`config.mk`:
```
export PLATFORM = sky130hd
export DESIGN_NAME = stream_to_frame_buffer_writer
export DESIGN_NICKNAME = d
export VERILOG_FILES = /design/src/hw/rtl/sfbw_pkg.sv /design/src/hw/rtl/stream_to_frame_buffer_writer.sv /design/src/hw/rtl/sfbw_addr.sv /design/src/hw/rtl/sfbw_stats.sv
export SDC_FILE = /design/constraint.sdc
export NUM_CORES = 1
export LEC_CHECK = 0
export BUFFER_PORTS_ARGS = -buffer_cell sky130_fd_sc_hd__buf_2
export CELL_PAD_IN_SITES_DETAIL_PLACEMENT = 1
export CELL_PAD_IN_SITES_GLOBAL_PLACEMENT = 1
export CORE_UTILIZATION = 40
export CTS_BUF_LIST = sky130_fd_sc_hd__clkbuf_8
export DETAILED_ROUTE_END_ITERATION = 10
export PLACE_DENSITY = 0.79
export SYNTH_ARGS = -nofsm -noshare
export SYNTH_HDL_FRONTEND = slang
export SYNTH_HIERARCHICAL = 1
export SYNTH_SLANG_ARGS = --single-unit
```
`constraint.sdc`:
```
create_clock -name clk -period 5.8 [get_ports clk]
set_input_delay 0.87 -clock clk [delete_from_list [all_inputs] [get_ports clk]]
set_output_delay 0.87 -clock clk [all_outputs]
set_load 0.02 [all_outputs]
```
`src/hw/rtl/sfbw_pkg.sv`:
```
// sfbw_pkg: shared types and constants for the stream to frame buffer writer
// holds the input and result item structs, field widths and the address limit
// no dependencies

package sfbw_pkg;

	localparam int ROW_W   = 11;
	localparam int COL_W   = 11;
	localparam int WIDTH_W = 12;
	localparam int ADDR_W  = 23;
	localparam int WORD_W  = 32;
	localparam int CNT_W   = 12;
	localparam int BEAT_W  = 32;
	localparam int LIM_W   = 26;

	// addresses above this are forced to zero
	localparam logic [LIM_W-1:0] ADDR_LIMIT = 26'd33554432;

	typedef struct packed {
		logic              frame_start;
		logic              line_end;
		logic [ROW_W-1:0]  pixel_row;
		logic [COL_W-1:0]  pixel_col;
		logic [WORD_W-1:0] write_word;
	} in_item_t;

	typedef struct packed {
		logic [ADDR_W-1:0] mem_address;
		logic [WORD_W-1:0] mem_data;
		logic [ROW_W-1:0]  rows_seen;
		logic [CNT_W-1:0]  cols_seen;
		logic [CNT_W-1:0]  widest_row;
		logic [BEAT_W-1:0] beats_written;
	} out_item_t;

	// frame statistics after one item
	typedef struct packed {
		logic [ROW_W-1:0]  rows_seen;
		logic [CNT_W-1:0]  cols_seen;
		logic [CNT_W-1:0]  widest_row;
		logic [BEAT_W-1:0] beats_written;
	} stats_t;

endpackage

```
`src/hw/rtl/stream_to_frame_buffer_writer.sv`:
```
// stream_to_frame_buffer_writer: turns stream items into frame buffer writes
// depends on sfbw_pkg, sfbw_addr and sfbw_stats
//
//  port group          dir  handshake            payload
//  in_*                in   in_valid/in_ready    in_item_t (flags, row, column, word)
//  out_*               out  out_valid/out_ready  out_item_t (address, word, statistics)
//  cfg_wr_*            in   cfg_wr_en            12-bit image width
//
// an item passes from acceptance into the input register, then through the
// multiply-add for the address and counter update into the result register
// one item per cycle sustained while out_ready holds; input and result registers
// stay full under a stalled output and in_ready drops only when both hold items
// reset clears the counters, the image width and both valid flags

module stream_to_frame_buffer_writer
	import sfbw_pkg::*;
(
	input  logic               clk,
	input  logic               arst_n,
	input  logic               in_valid,
	output logic               in_ready,
	input  in_item_t           in_data,
	output logic               out_valid,
	input  logic               out_ready,
	output out_item_t          out_data,
	input  logic               cfg_wr_en,
	input  logic [WIDTH_W-1:0] cfg_wr_data
);

	logic [WIDTH_W-1:0] image_width_q;
	logic               valid_s1;
	in_item_t           item_s1;
	logic               adv_s1;
	logic [ADDR_W-1:0]  addr;
	stats_t             stats;

	assign adv_s1   = valid_s1 && (!out_valid || out_ready);
	assign in_ready = !valid_s1 || adv_s1;

	always_ff @(posedge clk or negedge arst_n) begin
		if (!arst_n) begin
			image_width_q <= '0;
		end else if (cfg_wr_en) begin
			image_width_q <= cfg_wr_data;
		end
	end

	always_ff @(posedge clk or negedge arst_n) begin
		if (!arst_n) begin
			valid_s1 <= 1'b0;
		end else if (in_ready) begin
			valid_s1 <= in_valid;
		end
	end

	always_ff @(posedge clk) begin
		if (in_ready && in_valid) begin
			item_s1 <= in_data;
		end
	end

	sfbw_addr u_addr (
		.pixel_row   (item_s1.pixel_row),
		.pixel_col   (item_s1.pixel_col),
		.image_width (image_width_q),
		.mem_address (addr)
	);

	sfbw_stats u_stats (
		.clk         (clk),
		.arst_n      (arst_n),
		.adv         (adv_s1),
		.frame_start (item_s1.frame_start),
		.line_end    (item_s1.line_end),
		.nxt         (stats)
	);

	always_ff @(posedge clk or negedge arst_n) begin
		if (!arst_n) begin
			out_valid <= 1'b0;
		end else if (!out_valid || out_ready) begin
			out_valid <= valid_s1;
		end
	end

	always_ff @(posedge clk) begin
		if (adv_s1) begin
			out_data.mem_address   <= addr;
			out_data.mem_data      <= item_s1.write_word;
			out_data.rows_seen     <= stats.rows_seen;
			out_data.cols_seen     <= stats.cols_seen;
			out_data.widest_row    <= stats.widest_row;
			out_data.beats_written <= stats.beats_written;
		end
	end

endmodule

```
`src/hw/rtl/sfbw_addr.sv`:
```
// sfbw_addr: word address from row, column and row stride, with limit clamp
// depends on sfbw_pkg

module sfbw_addr
	import sfbw_pkg::*;
(
	input  logic [ROW_W-1:0]   pixel_row,
	input  logic [COL_W-1:0]   pixel_col,
	input  logic [WIDTH_W-1:0] image_width,
	output logic [ADDR_W-1:0]  mem_address
);

	logic [ROW_W+WIDTH_W-1:0] product;
	logic [LIM_W-1:0]         sum;

	always_comb begin
		product = ROW_W'(pixel_row) * image_width;
		sum     = LIM_W'(product) + LIM_W'(pixel_col);
		// clamp cannot fire at the current limit but is kept as a compare
		if (sum > ADDR_LIMIT) begin
			mem_address = '0;
		end else begin
			mem_address = sum[ADDR_W-1:0];
		end
	end

endmodule

```
`src/hw/rtl/sfbw_stats.sv`:
```
// sfbw_stats: row, column, widest row and beat counters of the current frame
// updated once per item that leaves the input stage; depends on sfbw_pkg

module sfbw_stats
	import sfbw_pkg::*;
(
	input  logic   clk,
	input  logic   arst_n,
	input  logic   adv,
	input  logic   frame_start,
	input  logic   line_end,
	output stats_t nxt
);

	logic [ROW_W-1:0]  rows_q;
	logic [CNT_W-1:0]  cols_q;
	logic [CNT_W-1:0]  widest_q;
	logic [BEAT_W-1:0] beats_q;
	logic              pending_q;
	logic              pending_nxt;

	always_comb begin
		nxt.rows_seen     = rows_q;
		nxt.cols_seen     = cols_q;
		nxt.widest_row    = widest_q;
		nxt.beats_written = beats_q + BEAT_W'(1);
		pending_nxt       = pending_q;
		if (frame_start) begin
			nxt.rows_seen     = '0;
			nxt.cols_seen     = '0;
			nxt.widest_row    = '0;
			nxt.beats_written = BEAT_W'(1);
			pending_nxt       = 1'b0;
		end else if (pending_q) begin
			// line end seen on the previous item: close the row
			pending_nxt    = 1'b0;
			nxt.rows_seen  = rows_q + ROW_W'(1);
			nxt.cols_seen  = '0;
			if (cols_q > widest_q) begin
				nxt.widest_row = cols_q;
			end
		end else begin
			nxt.cols_seen = cols_q + CNT_W'(1);
			if (line_end) begin
				pending_nxt = 1'b1;
			end
		end
	end

	always_ff @(posedge clk or negedge arst_n) begin
		if (!arst_n) begin
			rows_q    <= '0;
			cols_q    <= '0;
			widest_q  <= '0;
			beats_q   <= '0;
			pending_q <= 1'b0;
		end else if (adv) begin
			rows_q    <= nxt.rows_seen;
			cols_q    <= nxt.cols_seen;
			widest_q  <= nxt.widest_row;
			beats_q   <= nxt.beats_written;
			pending_q <= pending_nxt;
		end
	end

	a_frame_start_clears: assert property (@(posedge clk) disable iff (!arst_n)
		adv && frame_start |=> beats_q == BEAT_W'(1) && rows_q == '0 && !pending_q)
		else $error("frame start did not clear the counters");

	a_row_close: assert property (@(posedge clk) disable iff (!arst_n)
		adv && !frame_start && pending_q |=>
			cols_q == '0 && rows_q == ROW_W'($past(rows_q) + ROW_W'(1)) && !pending_q)
		else $error("pending line end did not close the row");

	a_widest_held: assert property (@(posedge clk) disable iff (!arst_n)
		adv && !frame_start && !pending_q |=> $stable(widest_q) && $stable(rows_q))
		else $error("widest row or row count moved inside a row");

endmodule
```
# After elaboration in Yosys (flattened, before gate mapping)
# Cells that the tools add are included.
# word_totals
out_inout_bits,124
reg_bits,260
elab_cells,41
# op_classes
add_sub_neg,4
n_mux,9
n_lt_le_gt_ge,2
n_reduce_logical,6
mul,1
# op_table
cell,count
$mux W12,3
$mux W35,1
$add A32 B1 Y32 const B,1
$mux W32,1
$gt A26 B26 Y1 const B,1
$add A23 B11 Y24,1
$mul A11 B12 Y23,1
$add A12 B1 Y12 const B,1
$gt A12 B12 Y1,1
$add A11 B1 Y11 const B,1
$mux W11,1
$mux W1,3
$logic_and A1 B1 Y1,2
$logic_not A1 Y1,2
$logic_or A1 B1 Y1,2

# Logic depth before layout (Yosys ltp)
# logic_depth
word_depth,5
mapped_depth,20
depth_no_buf,18

# By module
# Netlist, hierarchy kept.
# by_module_without_submodules
module,area_each_um2,seq_area_each_um2,cells_each,instances
stream_to_frame_buffer_writer,5918.2,5695.5,211,1
sfbw_stats,5023.6,1701.6,581,1
sfbw_addr,4874.7,0.0,586,1

# Worst setup path after synthesis
# Ideal clock, no wire load.
# synth_timing
kind,input -> register
start,input out_ready
end,register u_stats.widest_q[10]
path_slack_ps,461
arrival_ps,5272
t_required_ps,5734
cell_stages,6
n_path_buf,1
cell_sequence,nand2b_1 and2_1 nand2_1 a311oi_1 clkbuf_1 a22o_1
# synth_via
elab_chain_len,2
# synth_lines
item,line,rtl
"start, declared",stream_to_frame_buffer_writer.sv:24,"input logic out_ready,"
$logic_or A1 B1 Y1,stream_to_frame_buffer_writer.sv:37,assign adv_s1 = valid_s1 && (!out_valid || out_ready);
$logic_and A1 B1 Y1,stream_to_frame_buffer_writer.sv:37,
named net adv_s1,stream_to_frame_buffer_writer.sv:33,logic adv_s1;
"end signal, assigned",sfbw_stats.sv:60,widest_q <= nxt.widest_row;
"end, declared",sfbw_stats.sv:17,logic [CNT_W-1:0] widest_q;
# The timed path passes the listed nets, and every way through them passes these cells.
# A chain may end at the register's enable or synchronous reset.

# Final worst setup path
# layout_timing
start,register image_width_q[2]
end,"register out_data[121] (netlist name), data pin"
# layout_via
elab_chain_len,3
# layout_lines
item,line,rtl
"start, declared",stream_to_frame_buffer_writer.sv:30,logic [WIDTH_W-1:0] image_width_q;
"start signal, assigned",stream_to_frame_buffer_writer.sv:44,image_width_q <= cfg_wr_data;
$mul A11 B12 Y23 (*),sfbw_addr.sv:17,product = ROW_W'(pixel_row) * image_width;
$add A23 B11 Y24 (*),sfbw_addr.sv:18,sum = LIM_W'(product) + LIM_W'(pixel_col);
$gt A26 B26 Y1,sfbw_addr.sv:20,if (sum > ADDR_LIMIT) begin
"end, declared",stream_to_frame_buffer_writer.sv:25,"output out_item_t out_data,"
# Mark *: on every way between the ends. The rest lies on a longest branch, timed or not.

==> flow_summary.ini <==
[synthesis]
post-synth-top-count-cell = edfxtp_1
syn_nets = 1628
seq_area_frac_synth_pct = 46.8
synth_seq_cells = 260
synth.largest_area_cell = edfxtp_1
synth.distinct_cells = 70
synth_area_leaders = edfxtp_1 34%, dfrtp_1 13%, fa_1 13%
synth_flop_cell = edfxtp_1
synth_commonest_cells = 178 x edfxtp_1, 163 x inv_1, 118 x nand2_1
synthCells = 1378
async_flop_share_pct = 31.5
synth_edf_count = 178
synth.cell_area_um2 = 15800
synth_top_area_share_pct = 33.8
syn_avg_cell_area_um2 = 11.5
ys.warnings.count = 6

[global_route]
grt_pass1_vias = 11800
grt_max_degree = 95
grt_use_met1_pct = 25.1
antenna_found_initial = 0
met3_usage_pct = 3.49
grt_pass1_wl_um = 63900
grt.met2_usage_pct = 34.6
grt_usage_pct = 19.9
grt_overflow = 0
top_usage_layer = met2

[timing]
skew_ns = 0.0336
final.period_utilization_pct = 94.2
worst_pin_slew_ns = 1.17
maxSlewViolCount = 0
slew_headroom_pct = 21.6
rsz0062_at_grt = false
hold_viol = 0
setup_viol = 0
min_period_ns = 5.46
fmax_mhz = 183
setup_tns_ns = 0

[drt]
vias_per_cell = 5.13
post_drt_wl_per_cell_um = 18.6
antenna_left = 0
drt_pass1_iterations = 7
routed_wl_um = 39400
drt_iter0_markers = 550
route.vias.total = 10900
drc_errors = 0

[clock_tree]
cts_tree = yes
cts_hold_buf = 0
clk_pin_slew_worst_paths_ns = 0.06
cts_setup_buffers = 0
clk_latency_ns = 0.61
h-tree-depth = 2
cts_max_path_buffers = 3
cts_buffers = 45
cts_resized = 0
cts-root-buf = clkbuf_8
cts_sinks = 260

[placement]
dp_cells = 2031
portBuffers = 196
place_area_um2 = 17200
place.gp.congestion = 0.845
place_hpwl_um = 28800

[setup_path]
critPathTopFamily = adder cells
crit_chain = and2_1 -> fa_1 -> fa_1 -> fa_1 -> fa_1 -> inv_1 -> fa_1 -> inv_1 -> ha_1 -> nand2_1 -> o21bai_1 -> a21oi_1 -> o21ai_1 -> nor4_1 -> a311o_1
critPathSlowestCell = dfrtp_1
crit_type = reg2reg
path_buf_inv = 2
crit_path_start_kind = flop
cp-end-kind = flop
startpoint = image_width_q[2]$_DFFE_PN0P_
cpMostUsedCell = fa_1
cp.arrival_ns = 5.80
crit_path_max_incr_delay_ns = 0.55
cp.required_ns = 6.13
r2r-start = image_width_q[2]$_DFFE_PN0P_
crit_fanout = 12

[power_and_ir_drop]
pwr-share-seq_pct = 29.0
power.leakage_nw = 8.08
p_sw_mw = 3.56
p_comb_share_pct = 51.4
peakVddDrop_mv = 0.349
p_per_area_nw_per_um2 = 475
swShare_pct = 41.4
intPower_mw = 5.05
power_frac_clock_pct = 19.6

[die]
io_pins = 197
fp.dieW_um = 201
fp.dieH_um = 201
rows = 72
coreArea_um2 = 38800
start_util_pct = 40.7
die_area_um2 = 40300

[finish]
final_area_um2 = 18100
nNetsFinal = 1810
drive_gt1_share_pct = 21.1
fin_util_pct = 46.7
num-fill-cells = 4269
final_cells = 2114
antennaDiodeCount = 0
syn_to_final_growth_pct = 14.5

[worst_hold_path]
hold_class = in2async

[job]
maxCapViolCount = 0

[outcome]
status = finished, final reports clean
layer usage:
layer / up-vias / wire, um
li1: 5082 / -
met2: 234 / 20000
met5: - / 0
met4: 0 / 957
met1: 5473 / 16800
met3: 65 / 1540
layout make-up:
type                            instances  area [um2]  area share (%)
Clock buffer                           55         757            4.18
Timing Repair Buffer                  210        1090            6.01
Sequential cell                       260        7400            40.8
Clock inverter                         28         155           0.857
Tap cell                              518         648            3.58
Inverter                              163         612            3.38
Multi-Input combinational cell        880        7460            41.2
state kept, by name (all words and copies together) (netlist names):
register / count
image_width_q: 12
u_stats/widest_q: 12
out_data: 122
u_stats/pending_q: 1
valid_s1: 1
u_stats/cols_q: 12
out_valid: 1
u_stats/beats_q: 32
u_stats/rows_q: 11
item_s1: 56
worst reg2reg max path, stage by stage (launching register included):
cell and delay [ns]:
dfrtp_1 0.55, and2_1 0.25, fa_1 0.52, fa_1 0.53, fa_1 0.53, fa_1 0.55, inv_1 0.05, fa_1 0.53
inv_1 0.04, ha_1 0.46, nand2_1 0.19, o21bai_1 0.24, a21oi_1 0.10, o21ai_1 0.26, nor4_1 0.09, a311o_1 0.33
power by group through the flow:
stage	Sequential, mW	Combinational (mW)	Clock (mW)
after CTS	2.50	4.47	1.75
final	2.50	4.42	1.69
after global placement	2.53	4.30	0
after floorplan	2.66	3.33	0
after detailed placement	2.54	4.43	0
after global routing	2.52	5.03	1.83
placed cells by master (no fill, tap or decap), types with 9 or more instances in the layout:
| cell | n |
|---|---|
| xor2_1 | 32 |
| buf_2 | 195 |
| inv_1 | 180 |
| clkbuf_8 | 55 |
| fa_1 | 100 |
| mux2_2 | 25 |
| nand4_1 | 39 |
| ha_1 | 77 |
| mux2_4 | 10 |
| o21ai_0 | 51 |
| a21oi_1 | 31 |
| dfrtp_1 | 82 |
| o31ai_1 | 16 |
| edfxtp_1 | 178 |
| nor2_1 | 87 |
| a31oi_1 | 9 |
| nor3b_1 | 10 |
| nand2_1 | 118 |
| nor3_1 | 13 |
| a22o_1 | 19 |
| nand3_1 | 40 |
| xnor2_1 | 32 |
| and2_1 | 69 |
| buf_4 | 15 |
worst paths after layout:
path,to,slack [ns],depth (start not counted)
worst max-delay path,out_data[121]$_DFFE_PP_,0.34,15
worst min-delay path,u_stats/rows_q[6]$_DFFE_PN0P_,0.15,1
worst max register to register,out_data[121]$_DFFE_PP_,0.34,15
worst min register to register,out_data[68]$_DFFE_PP_,0.42,0
max in group asynchronous,image_width_q[9]$_DFFE_PN0P_,4.44,2
min in group clk,out_data[68]$_DFFE_PP_,0.42,0
cell families after synthesis:
group	count (synthesis)	share of synthesized area, %
adders and majority gates	177	18.7
AOI/OAI and AO/OA	173	7.52
and+or+nand+nor	426	14.2
xor gates and xnor gates	64	3.54
buffers and inverters	238	6.19
DFF	260	46.8
muxes	40	3.05
per-stage QoR:
stage | hold slack, ns | worst slack [ns] | power, mW
floorplan | 0.400 | 0.461 | 6.00
global placement | 0.401 | 0.504 | 6.83
detailed placement | 0.407 | 0.316 | 6.97
CTS | 0.109 | 0.318 | 8.72
global route | 0.122 | 0.0962 | 9.38
finish | 0.153 | 0.336 | 8.60
Power figures use the tool's default switching activity.
